**src/rtl/core/hdueb_pkg.sv**
```systemverilog
package hdueb_pkg;

  typedef enum logic [1:0] {
    OP_PUSH  = 2'd0,
    OP_POP   = 2'd1,
    OP_EVENT = 2'd2,
    OP_CLEAR = 2'd3
  } op_t;

  // status of one transaction, taken after its state update
  typedef struct packed {
    logic       host_valid;
    logic       line_send;
    logic [4:0] rx_count;
    logic       tx_pending;
    logic       echo_ignore;
    logic       ready_irq_enable;
    logic       done_irq_enable;
    logic       overflow;
  } res_flags_t;

endpackage

```
**src/rtl/core/hdueb_ram.sv**
```systemverilog
module hdueb_ram #(
  parameter int DEPTH = 32,
  parameter int AW    = 5
) (
  input  logic          clk,
  input  logic          we,
  input  logic [AW-1:0] waddr,
  input  logic [7:0]    wdata,
  input  logic          re,
  input  logic [AW-1:0] raddr,
  output logic [7:0]    rdata
);

  logic [7:0] mem [DEPTH];

  always_ff @(posedge clk) begin
    if (we) begin
      mem[waddr] <= wdata;
    end
  end

  // registered read, held while not enabled
  always_ff @(posedge clk) begin
    if (re) begin
      rdata <= mem[raddr];
    end
  end

endmodule

```
**src/rtl/core/hdueb_ctrl.sv**
```systemverilog
module hdueb_ctrl
  import hdueb_pkg::*;
#(
  parameter int RING_DEPTH = 32,
  parameter int PW         = 5
) (
  input  logic          clk,
  input  logic          rst_n,
  input  logic          accept,
  input  logic [1:0]    operation,
  input  logic          rx_ready,
  input  logic          tx_done,
  input  logic          tx_empty,
  output logic          tx_we,
  output logic [PW-1:0] tx_waddr,
  output logic          tx_re,
  output logic [PW-1:0] tx_raddr,
  output logic          rx_we,
  output logic [PW-1:0] rx_waddr,
  output logic          rx_re,
  output logic [PW-1:0] rx_raddr,
  output res_flags_t    flags
);

  localparam logic [PW-1:0] LAST = PW'(RING_DEPTH - 1);

  op_t           op;
  logic [PW-1:0] rx_head_r, rx_head_nxt, rx_tail_r, rx_tail_nxt;
  logic [PW-1:0] tx_head_r, tx_head_nxt, tx_tail_r, tx_tail_nxt;
  logic [PW-1:0] wcnt_r, wcnt_nxt;
  logic          echo_r, echo_nxt, ready_en_r, ready_en_nxt, done_en_r, done_en_nxt;
  logic [PW-1:0] rx_head_inc, rx_tail_inc, tx_head_inc, tx_tail_inc;
  logic          tx_full, rx_full, rx_avail, tx_avail;
  logic          ovf;
  logic [PW+4:0] cnt_ext;

  assign op = op_t'(operation);

  assign rx_head_inc = (rx_head_r == LAST) ? '0 : rx_head_r + 1'b1;
  assign rx_tail_inc = (rx_tail_r == LAST) ? '0 : rx_tail_r + 1'b1;
  assign tx_head_inc = (tx_head_r == LAST) ? '0 : tx_head_r + 1'b1;
  assign tx_tail_inc = (tx_tail_r == LAST) ? '0 : tx_tail_r + 1'b1;

  assign tx_full  = (tx_head_inc == tx_tail_r);
  assign rx_full  = (rx_head_inc == rx_tail_r);
  assign rx_avail = (rx_tail_r != rx_head_r);
  assign tx_avail = (tx_tail_r != tx_head_r);

  assign tx_waddr = tx_head_r;
  assign tx_raddr = tx_tail_r;
  assign rx_waddr = rx_head_r;
  assign rx_raddr = rx_tail_r;

  always_comb begin
    rx_head_nxt  = rx_head_r;
    rx_tail_nxt  = rx_tail_r;
    tx_head_nxt  = tx_head_r;
    tx_tail_nxt  = tx_tail_r;
    wcnt_nxt     = wcnt_r;
    echo_nxt     = echo_r;
    ready_en_nxt = ready_en_r;
    done_en_nxt  = done_en_r;
    tx_we        = 1'b0;
    tx_re        = 1'b0;
    rx_we        = 1'b0;
    rx_re        = 1'b0;
    ovf          = 1'b0;
    if (accept) begin
      case (op)
        OP_PUSH: begin
          if (tx_full) begin
            ovf = 1'b1;
          end else begin
            tx_we       = 1'b1;
            tx_head_nxt = tx_head_inc;
          end
          ready_en_nxt = 1'b1;
        end
        OP_POP: begin
          if (rx_avail) begin
            rx_re       = 1'b1;
            rx_tail_nxt = rx_tail_inc;
            if (wcnt_r != '0) begin
              wcnt_nxt = wcnt_r - 1'b1;
            end
          end
        end
        OP_EVENT: begin
          // received byte sees the echo flag from before this event
          if (rx_ready && !echo_r) begin
            if (rx_full) begin
              ovf = 1'b1;
            end else begin
              rx_we       = 1'b1;
              rx_head_nxt = rx_head_inc;
              wcnt_nxt    = wcnt_r + 1'b1;
            end
          end
          if (tx_done) begin
            echo_nxt    = 1'b0;
            done_en_nxt = 1'b0;
          end
          if (tx_empty) begin
            if (tx_avail) begin
              tx_re       = 1'b1;
              tx_tail_nxt = tx_tail_inc;
              echo_nxt    = 1'b1;
              done_en_nxt = 1'b1;
            end else begin
              ready_en_nxt = 1'b0;
            end
          end
        end
        OP_CLEAR: begin
          rx_head_nxt = '0;
          rx_tail_nxt = '0;
          tx_head_nxt = '0;
          tx_tail_nxt = '0;
          wcnt_nxt    = '0;
        end
        default: begin
          ovf = 1'b0;
        end
      endcase
    end
  end

  assign cnt_ext = {5'b0, wcnt_nxt};

  always_comb begin
    flags.host_valid       = rx_re;
    flags.line_send        = tx_re;
    flags.rx_count         = cnt_ext[4:0];
    flags.tx_pending       = (tx_head_nxt != tx_tail_nxt);
    flags.echo_ignore      = echo_nxt;
    flags.ready_irq_enable = ready_en_nxt;
    flags.done_irq_enable  = done_en_nxt;
    flags.overflow         = ovf;
  end

  always_ff @(posedge clk) begin
    if (!rst_n) begin
      rx_head_r  <= '0;
      rx_tail_r  <= '0;
      tx_head_r  <= '0;
      tx_tail_r  <= '0;
      wcnt_r     <= '0;
      echo_r     <= 1'b0;
      ready_en_r <= 1'b0;
      done_en_r  <= 1'b0;
    end else begin
      rx_head_r  <= rx_head_nxt;
      rx_tail_r  <= rx_tail_nxt;
      tx_head_r  <= tx_head_nxt;
      tx_tail_r  <= tx_tail_nxt;
      wcnt_r     <= wcnt_nxt;
      echo_r     <= echo_nxt;
      ready_en_r <= ready_en_nxt;
      done_en_r  <= done_en_nxt;
    end
  end

endmodule

```
**src/rtl/core/half_duplex_uart_buffer_echo_filter.sv**
```systemverilog
// half-duplex uart ring buffer with echo suppression
// in_ channel: one transaction per operation (push tx byte, pop rx byte,
// line event, clear rings); out_ channel: exactly one result transaction
// for each input transaction, in order.
// a transaction accepted at a clock edge updates the ring pointers and
// flags at that edge and issues any ring read; the registered memory port
// captures the read data at that same edge, and the result moves from the
// holding stage into the output register once the output register is free.
// throughput is one transaction per cycle while out_stall is low, set by the
// registered ring read ports and the single holding stage before the output.
// when out_stall holds the output register, one more transaction can be
// accepted into the holding stage; after that in_stall rises until the
// output drains. nothing is lost or repeated under stall.
// rst_n (synchronous) empties both rings, clears the echo flag and both
// interrupt enables, and drops any pending result. ring contents are not
// cleared; entries are only read after being written.
module half_duplex_uart_buffer_echo_filter
  import hdueb_pkg::*;
#(
  parameter int RING_DEPTH = 32
) (
  input  logic       clk,
  input  logic       rst_n,
  input  logic       in_valid,
  output logic       in_stall,
  input  logic [1:0] in_operation,
  input  logic [7:0] in_data_byte,
  input  logic       in_rx_ready,
  input  logic       in_tx_done,
  input  logic       in_tx_empty,
  output logic       out_valid,
  input  logic       out_stall,
  output logic [7:0] out_host_byte,
  output logic       out_host_valid,
  output logic [7:0] out_line_byte,
  output logic       out_line_send,
  output logic [4:0] out_rx_count,
  output logic       out_tx_pending,
  output logic       out_echo_ignore,
  output logic       out_ready_irq_enable,
  output logic       out_done_irq_enable,
  output logic       out_overflow
);

  localparam int PW = (RING_DEPTH > 1) ? $clog2(RING_DEPTH) : 1;

  logic          accept;
  logic          tx_we, tx_re, rx_we, rx_re;
  logic [PW-1:0] tx_waddr, tx_raddr, rx_waddr, rx_raddr;
  logic [7:0]    tx_rdata, rx_rdata;
  res_flags_t    flags;
  res_flags_t    p_flags_r;
  res_flags_t    o_flags_r;
  logic          p_valid_r, p_valid_nxt;
  logic          out_valid_r, out_valid_nxt;
  logic          p_move;
  logic [7:0]    o_host_byte_r, o_line_byte_r;

  assign p_move   = p_valid_r && (!out_valid_r || !out_stall);
  assign in_stall = p_valid_r && !p_move;
  assign accept   = in_valid && !in_stall;

  hdueb_ctrl #(
    .RING_DEPTH(RING_DEPTH),
    .PW        (PW)
  ) u_ctrl (
    .clk      (clk),
    .rst_n    (rst_n),
    .accept   (accept),
    .operation(in_operation),
    .rx_ready (in_rx_ready),
    .tx_done  (in_tx_done),
    .tx_empty (in_tx_empty),
    .tx_we    (tx_we),
    .tx_waddr (tx_waddr),
    .tx_re    (tx_re),
    .tx_raddr (tx_raddr),
    .rx_we    (rx_we),
    .rx_waddr (rx_waddr),
    .rx_re    (rx_re),
    .rx_raddr (rx_raddr),
    .flags    (flags)
  );

  hdueb_ram #(
    .DEPTH(RING_DEPTH),
    .AW   (PW)
  ) u_tx_ram (
    .clk  (clk),
    .we   (tx_we),
    .waddr(tx_waddr),
    .wdata(in_data_byte),
    .re   (tx_re),
    .raddr(tx_raddr),
    .rdata(tx_rdata)
  );

  hdueb_ram #(
    .DEPTH(RING_DEPTH),
    .AW   (PW)
  ) u_rx_ram (
    .clk  (clk),
    .we   (rx_we),
    .waddr(rx_waddr),
    .wdata(in_data_byte),
    .re   (rx_re),
    .raddr(rx_raddr),
    .rdata(rx_rdata)
  );

  assign p_valid_nxt   = accept || (p_valid_r && !p_move);
  assign out_valid_nxt = p_move || (out_valid_r && out_stall);

  always_ff @(posedge clk) begin
    if (!rst_n) begin
      p_valid_r   <= 1'b0;
      out_valid_r <= 1'b0;
    end else begin
      p_valid_r   <= p_valid_nxt;
      out_valid_r <= out_valid_nxt;
    end
  end

  always_ff @(posedge clk) begin
    if (accept) begin
      p_flags_r <= flags;
    end
    // read data of the holding stage is still at the ram output here
    if (p_move) begin
      o_flags_r     <= p_flags_r;
      o_host_byte_r <= p_flags_r.host_valid ? rx_rdata : 8'd0;
      o_line_byte_r <= p_flags_r.line_send ? tx_rdata : 8'd0;
    end
  end

  assign out_valid            = out_valid_r;
  assign out_host_byte        = o_host_byte_r;
  assign out_host_valid       = o_flags_r.host_valid;
  assign out_line_byte        = o_line_byte_r;
  assign out_line_send        = o_flags_r.line_send;
  assign out_rx_count         = o_flags_r.rx_count;
  assign out_tx_pending       = o_flags_r.tx_pending;
  assign out_echo_ignore      = o_flags_r.echo_ignore;
  assign out_ready_irq_enable = o_flags_r.ready_irq_enable;
  assign out_done_irq_enable  = o_flags_r.done_irq_enable;
  assign out_overflow         = o_flags_r.overflow;

  // a single transaction never both pops the host ring and feeds the line
  a_pop_xor_send: assert property (@(posedge clk) disable iff (!rst_n)
    out_valid_r |-> !(o_flags_r.host_valid && o_flags_r.line_send))
    else $error("result both pops and sends");

  // an accepted transaction always lands in the holding stage
  a_accept_held: assert property (@(posedge clk) disable iff (!rst_n)
    accept |=> p_valid_r)
    else $error("accepted transaction lost");

  // a blocked holding stage keeps its transaction
  a_hold_kept: assert property (@(posedge clk) disable iff (!rst_n)
    (p_valid_r && out_valid_r && out_stall) |=> (p_valid_r && out_valid_r))
    else $error("pending result dropped under stall");

  // bytes are zero unless their flag is set
  a_zero_bytes: assert property (@(posedge clk) disable iff (!rst_n)
    out_valid_r |-> ((o_flags_r.host_valid || o_host_byte_r == 8'd0) &&
                     (o_flags_r.line_send || o_line_byte_r == 8'd0)))
    else $error("byte without its valid flag");

endmodule

```
**config.mk**
```make
export PLATFORM = sky130hd
export DESIGN_NAME = half_duplex_uart_buffer_echo_filter
export DESIGN_NICKNAME = d
export VERILOG_FILES = /design/src/rtl/core/hdueb_pkg.sv /design/src/rtl/core/hdueb_ram.sv /design/src/rtl/core/hdueb_ctrl.sv /design/src/rtl/core/half_duplex_uart_buffer_echo_filter.sv
export SDC_FILE = /design/constraint.sdc
export NUM_CORES = 1
export LEC_CHECK = 0
export BUFFER_PORTS_ARGS = -buffer_cell sky130_fd_sc_hd__buf_2
export CORE_MARGIN = 2
export CORE_UTILIZATION = 45
export CTS_BUF_LIST = sky130_fd_sc_hd__clkbuf_16
export CTS_CLUSTER_DIAMETER = 60
export DETAILED_ROUTE_END_ITERATION = 10
export MAX_ROUTING_LAYER = met4
export PLACE_DENSITY = 0.61
export SYNTH_ARGS = -nofsm -noshare
export SYNTH_HDL_FRONTEND = slang
export SYNTH_HIERARCHICAL = 1
export SYNTH_SLANG_ARGS = --single-unit
export TNS_END_PERCENT = 100
```
**constraint.sdc**
```tcl
create_clock -name clk -period 8.9 [get_ports clk]
set_input_delay 0.89 -clock clk [delete_from_list [all_inputs] [get_ports clk]]
set_output_delay 0.89 -clock clk [all_outputs]
set_load 0.1 [all_outputs]
```
After elaboration in Yosys (flattened, before gate mapping)
Memory sizes are Yosys's and may differ from the RTL's. A register that Yosys moved wholly into a read port is not among the register bits.
Cells that the tools add are included.
{ "word_totals": {"reg_bits": 70, "ramBits": 512, "input_bits": 17, "out_inout_bits": 30, "wordCells": 128, "n_memories": 2} }
{ "op_classes": {"add_sub_neg": 6, "n_eq_ne": 15, "muxes": 58, "n_reduce_logical": 19} }
{ "memory_table": {"columns": ["name", "depth", "word_bits", "rd", "rd_ports_with_merged_regs", "wr", "line_no", "text"], "rows": [
  ["u_rx_ram.mem", 32, 8, 1, 1, 1, "hdueb_ram.sv:14", "logic [7:0] mem [DEPTH];"],
  ["u_tx_ram.mem", 32, 8, 1, 1, 1, "hdueb_ram.sv:14", null]
]} }
{ "ops": {"columns": ["op", "count"], "rows": [
  ["$mux 5", 17],
  ["$pmux 5 s2", 4],
  ["$mux 1", 34],
  ["$add 5x1->5 const B", 5],
  ["$eq 5x5->1 const B", 4],
  ["$ne 5x5->1", 3],
  ["$pmux 5 s3", 1],
  ["$eq 5x5->1", 2],
  ["$logic_and 1x1->1", 5],
  ["$logic_not 1->1", 5],
  ["$reduce_bool 5->1", 1],
  ["$sub 5x1->5 const B", 1],
  ["$eq 2x2->1 const B", 2],
  ["$ne 2x1->1 const B", 2],
  ["$pmux 1 s2", 2],
  ["$reduce_and 4->1", 1],
  ["$reduce_bool 2->1", 2],
  ["$logic_or 1x1->1", 3],
  ["$reduce_and 3->1", 1],
  ["$eq 2x1->1 const B", 1],
  ["$logic_not 2->1", 1],
  ["$ne 2x2->1 const B", 1]
]} }

Longest topological paths before layout
{ "depth": {"word_depth": 10, "mapped_depth": 12, "depth_no_buf": 11} }

Cells and area by module
The synthesis kept the hierarchy.
{ "modules_own_cells": {"columns": ["module", "instances", "cells_per_inst", "area_each_um2", "seq_area_each_um2"], "rows": [
  ["hdueb_ram", 2, 417, 10133.5, 7927.6],
  ["hdueb_ctrl", 1, 307, 2377.3, 560.5],
  ["half_duplex_uart_buffer_echo_filter", 1, 64, 1385.1, 1241.2]
]} }

Worst setup path before layout
No wires, ideal clock.
{ "synth_timing": {"kind": "in2reg", "start": "input out_stall", "end": "memory u_tx_ram.mem[28][0] (enable)", "setup_ns": 0.370, "arrival_ns": 3.691, "t_required_ns": 8.530, "path_slack_ns": 4.838, "cell_stages": 9, "n_path_buf": 3, "path_cell_list": "and3_4 nor2b_1 clkbuf_1 clkbuf_1 nand2_1 nor2_1 or3b_2 clkbuf_1 nor2_1"} }
{ "synth_between": {"elab_chain_len": 10} }
{ "synth_rtl": {"columns": ["element", "line_no", "text"], "rows": [
  ["start, declared", "half_duplex_uart_buffer_echo_filter.sv:32", "input logic out_stall,"],
  ["$logic_not 1->1", "half_duplex_uart_buffer_echo_filter.sv:59", "assign p_move = p_valid_r && (!out_valid_r || !out_stall);"],
  ["$logic_or 1x1->1", "half_duplex_uart_buffer_echo_filter.sv:59", null],
  ["$logic_and 1x1->1", "half_duplex_uart_buffer_echo_filter.sv:59", null],
  ["$logic_not 1->1", "half_duplex_uart_buffer_echo_filter.sv:60", "assign in_stall = p_valid_r && !p_move;"],
  ["$logic_and 1x1->1", "half_duplex_uart_buffer_echo_filter.sv:60", null],
  ["$logic_not 1->1", "half_duplex_uart_buffer_echo_filter.sv:61", "assign accept = in_valid && !in_stall;"],
  ["$logic_and 1x1->1", "half_duplex_uart_buffer_echo_filter.sv:61", null],
  ["via accept", "half_duplex_uart_buffer_echo_filter.sv:47", "logic accept;"],
  ["$mux 1", "hdueb_ctrl.sv:68", "if (accept) begin"],
  ["via tx_we", "half_duplex_uart_buffer_echo_filter.sv:48", "logic tx_we, tx_re, rx_we, rx_re;"],
  ["$mux 1", "hdueb_ram.sv:17", "if (we) begin"],
  ["$mux 1 (not written as such)", "hdueb_ram.sv:18", "mem[waddr] <= wdata;"],
  ["end, declared", "hdueb_ram.sv:14", null]
]} }
The timed path passes the listed nets, and every way through them passes these cells.

Worst setup path in the final report
{ "layout_timing": {"start": "register u_ctrl.tx_head_r[0] (netlist: u_ctrl/tx_waddr[0])", "end": "memory u_tx_ram.mem[30][6] (enable)"} }
{ "layout_between": {"elab_chain_len": 8, "word_cells_on_any_way": 9, "cone_classes": "add/sub: 1; eq/ne: 2; mux: 6"} }
{ "layout_rtl": {"columns": ["element", "line_no", "text"], "rows": [
  ["start, declared", "hdueb_ctrl.sv:29", "logic [PW-1:0] tx_head_r, tx_head_nxt, tx_tail_r, tx_tail_nxt;"],
  ["start signal, assigned", "hdueb_ctrl.sv:154", "tx_head_r <= tx_head_nxt;"],
  ["$add 5x1->5 / $eq 5x5->1 (equally long branches)", "hdueb_ctrl.sv:41", "assign tx_head_inc = (tx_head_r == LAST) ? '0 : tx_head_r + 1'b1;"],
  ["$mux 5 (*)", "hdueb_ctrl.sv:41", null],
  ["$eq 5x5->1 (*)", "hdueb_ctrl.sv:44", "assign tx_full = (tx_head_inc == tx_tail_r);"],
  ["$mux 1 (*)", "hdueb_ctrl.sv:71", "if (tx_full) begin"],
  ["$mux 1 (*)", "hdueb_ctrl.sv:69", "case (op)"],
  ["$mux 1 (*)", "hdueb_ctrl.sv:68", null],
  ["via tx_we", "half_duplex_uart_buffer_echo_filter.sv:48", null],
  ["$mux 1 (*)", "hdueb_ram.sv:17", null],
  ["$mux 1 (not written as such) (*)", "hdueb_ram.sv:18", null]
]} }
The timed path passes the listed nets; every way through them passes the cells marked *.

==> metrics.csv <==
metric,value,unit
leakage component of the power,0.008343,uW
total area of sequential cells,17670,um2
Core Box Area,52660,um2
maximum level of the CTS H-tree,2,
number of endpoints failing setup at the final stage,0,
Port-buffer cells,46,
number of fill cells in the layout,4115,
post-route clock skew,18.96,ps
GR Overflow Total,0,
async set-reset flop share out of synthesis,0,%
via count of the first global-routing pass,11403,
WL per Instance,24.59,um
number of vias per cell,5.775,
pin count of the biggest net entering global routing,65,
number of storage elements in the synthesis netlist,598,
number of cells produced by synthesis,1205,
Nets,1300,
kind of path behind the tightest hold check,flop to flop,
layout overhead on the synthesized area,11.47,%
Final Max Slew Viols,0,
number of design-rule violations left by the first detailed-router iteration,1120,
maximum clock insertion buffer count,3,
synthesis warning total,6,
critical path class,flop to flop,
final critical path time including I/O delays and setup,3938,ps
layout cell share with drive strength beyond 1,26.37,%
RSZ-0062 raised after global routing,no,
power density of the placed cells,211.3,nW/um2
clk sink count,598,
clock tree root buffer cell,clkbuf_16,
library cell appearing most often on the critical path,nor2_1,
chip height,235.1,um
data required time of the worst path,9120,ps
CTS buffer count,57,
endpoints failing hold,0,
number of enable-type register cells in the synthesized netlist,568,
sequence of cells on the critical path,ha_1 -> and3_2 -> ha_1 -> nor2b_1 -> mux2i_1 -> xnor2_1 -> nor2_1 -> nor2_1 -> nand3b_1 -> nor2_1,
total vias in the final route,11573,
Post-Syn Area,24030,um2
peak per-stage delay on the critical path,820,ps
total detailed-routing wirelength,49280,um
worst slew slack as a fraction of its limit,41.09,%
number of distinct library cells after synthesis,59,
net count of the mapped netlist,1236,
placer's final routability congestion estimate,0.8126,
critical-path maximum fanout,11,
category of the worst setup path capture point,flop,
number of cell rows,84,
antenna-violating nets left,0,
io pins,47,
number of resized instances in the post-cts repair step,0,
Max rail drop VDD,0.0001344,V
endpoint arrival time on the critical path,4160,ps
die area,55260,um2
insertion delay to the later sink of the worst-skew pair,610,ps
flip-flop cell with the highest count after synthesis,edfxtp_1,
total half-perimeter wirelength after legalization and detailed placement,29580,um
post-CTS setup buffers,0,
Maximum Capacitance Violations,0,
standard cell with the maximum stage delay on the critical path,nor2_1,
Initial DRT Pass Iterations,6,
total inserted antenna cells,0,
utilization after layout,50.87,%
clock-pin slew of the registers on the worst-case setup and hold paths,60,ps
TritonCTS clock tree,done,
drc violations,0,
first-pass GRT wire length,74480,um
chip width,235.1,um
status,"finished, final reports clean",
max frequency,253.9,MHz
syn avg cell area,19.94,um2
Worst Tran Pin Value,883.7,ps
area used by multi-input combinational logic,5984,um2
final clock period utilization by the worst path,44.25,%
CP startpoint kind,flop,
portion of the post-synthesis area used by sequential elements,73.48,%
Worst Hold Margin,419.5,ps
All-Layer GR Usage,18.56,%
Initial Utilization,45.63,%
Total Neg Setup Slack,0,ps
antenna violations before repair,1,
hold bufs inserted after CTS,0,
registers in the layout, indices dropped and copies added (netlist names), 5 cells and up:
name / cells
out_rx_count: 5
u_rx_ram/rdata: 8
p_flags_r: 12
u_ctrl/tx_raddr: 5
u_ctrl/tx_waddr: 5
u_ctrl/rx_raddr: 5
u_tx_ram/rdata: 8
out_host_byte: 8
u_ctrl/rx_waddr: 5
u_rx_ram/mem: 256
u_tx_ram/mem: 256
u_ctrl/wcnt_r: 5
out_line_byte: 8
where the power goes:
group | internal (uW) | switching [uW] | leakage [uW]
clock | 1370 | 995 | 0.000959
combinational | 55.3 | 139 | 0.00200
sequential | 3090 | 10.4 | 0.00538
through the flow:
stage	cells	total power [uW]	worst slack, ps	area, um2
6_report	2004	5659	4962	26790
3_5_place_dp	1898	3359	5028	24940
3_3_place_gp	1898	3357	5143	24940
5_1_grt	2004	5838	4685	26790
2_1_floorplan	1205	3280	4838	24030
4_1_cts	2004	5716	5001	26790
area by class of cell:
| type | count | share of cell area [%] |
|---|---|---|
| multi-input combinational | 533 | 22.34 |
| inverter | 13 | 0.1822 |
| clock buffer | 59 | 5.512 |
| timing repair buffer | 66 | 1.420 |
| tap | 688 | 3.214 |
| sequential | 598 | 65.96 |
| clock inverter | 47 | 1.373 |
cell usage in the layout (no fill, tap or decap), types with 4 or more instances in the layout:
master and n:
buf_4 20, xnor2_1 18, mux4_2 160, clkinv_2 13, nor2_1 91, o21a_1 5
a21oi_1 17, ha_1 14, clkbuf_16 59, and3_1 9, a21o_1 4, clkinv_1 11
xor2_1 6, nor3_1 7, nand2_1 24, and2_1 28, a31oi_1 4, bufinv_16 6
nand3b_1 10, nor2b_1 7, buf_2 46, mux2_2 20, inv_1 26, nor3b_1 6
edfxtp_1 568, or3b_2 7, nand3_1 16, o21ai_0 18, or3_1 8, nand2b_1 4
dfxtp_1 26
final timing paths:
kind	startpoint	endpoint	slack, ps	cells after the start
setup reg to reg	u_ctrl/tx_waddr[0]$_SDFF_PN0_	u_tx_ram/mem[30][6]$_DFFE_PP_	4960	10
setup / recovery	u_ctrl/tx_waddr[0]$_SDFF_PN0_	u_tx_ram/mem[30][6]$_DFFE_PP_	4960	10
hold reg to reg	p_flags_r[5]$_DFFE_PP_	out_rx_count[0]$_DFFE_PP_	420	0
hold / removal	p_flags_r[5]$_DFFE_PP_	out_rx_count[0]$_DFFE_PP_	420	0
synth_stat cells (16+ instances only):
master / n / share of area, %
edfxtp_1: 568 / 71
mux4_2: 160 / 15
nor2_1: 91 / 1.4
dfxtp_1: 30 / 2.5
and2_1: 28 / 0.73
nand2_1: 24 / 0.37
clkbuf_1: 23 / 0.36
mux2_2: 20 / 0.94
buf_4: 18 / 0.56
o21ai_0: 18 / 0.37
xnor2_1: 18 / 0.66
a21oi_1: 17 / 0.35
nand3_1: 16 / 0.33
metal layers:
layer / GRT usage, % / up-vias / share of wire [%]
met4: 3.855 / 0 / 1.6
met1: 27.34 / 6067 / 45
met5: - / - / 0
met2: 27.14 / 402 / 46
met3: 3.607 / 61 / 7.3
li1: - / 5043 / -
cell families (layout without fill, tap and decap cells):
| family | after synthesis | in the layout | synth area share (%) |
|---|---|---|---|
| xor gates and xnor gates | 24 | 24 | 0.8748 |
| buffers and inverters | 74 | 185 | 1.640 |
| AOI/OAI and AO/OA | 78 | 78 | 2.203 |
| and+or+nand+nor | 234 | 234 | 5.014 |
| muxes | 183 | 183 | 16.06 |
| DFF | 598 | 598 | 73.48 |
| adders and majority gates | 14 | 14 | 0.7290 |
critical path: cells and delay by family (launching register included):
| kind | cells | cell delay [ps] |
|---|---|---|
| simple gates | 6 | 1980 |
| xor+xnor | 1 | 250 |
| mux | 1 | 240 |
| flops | 1 | 530 |
| fa+ha+maj | 2 | 540 |
Note: power is estimated with default switching activity, not from simulation.
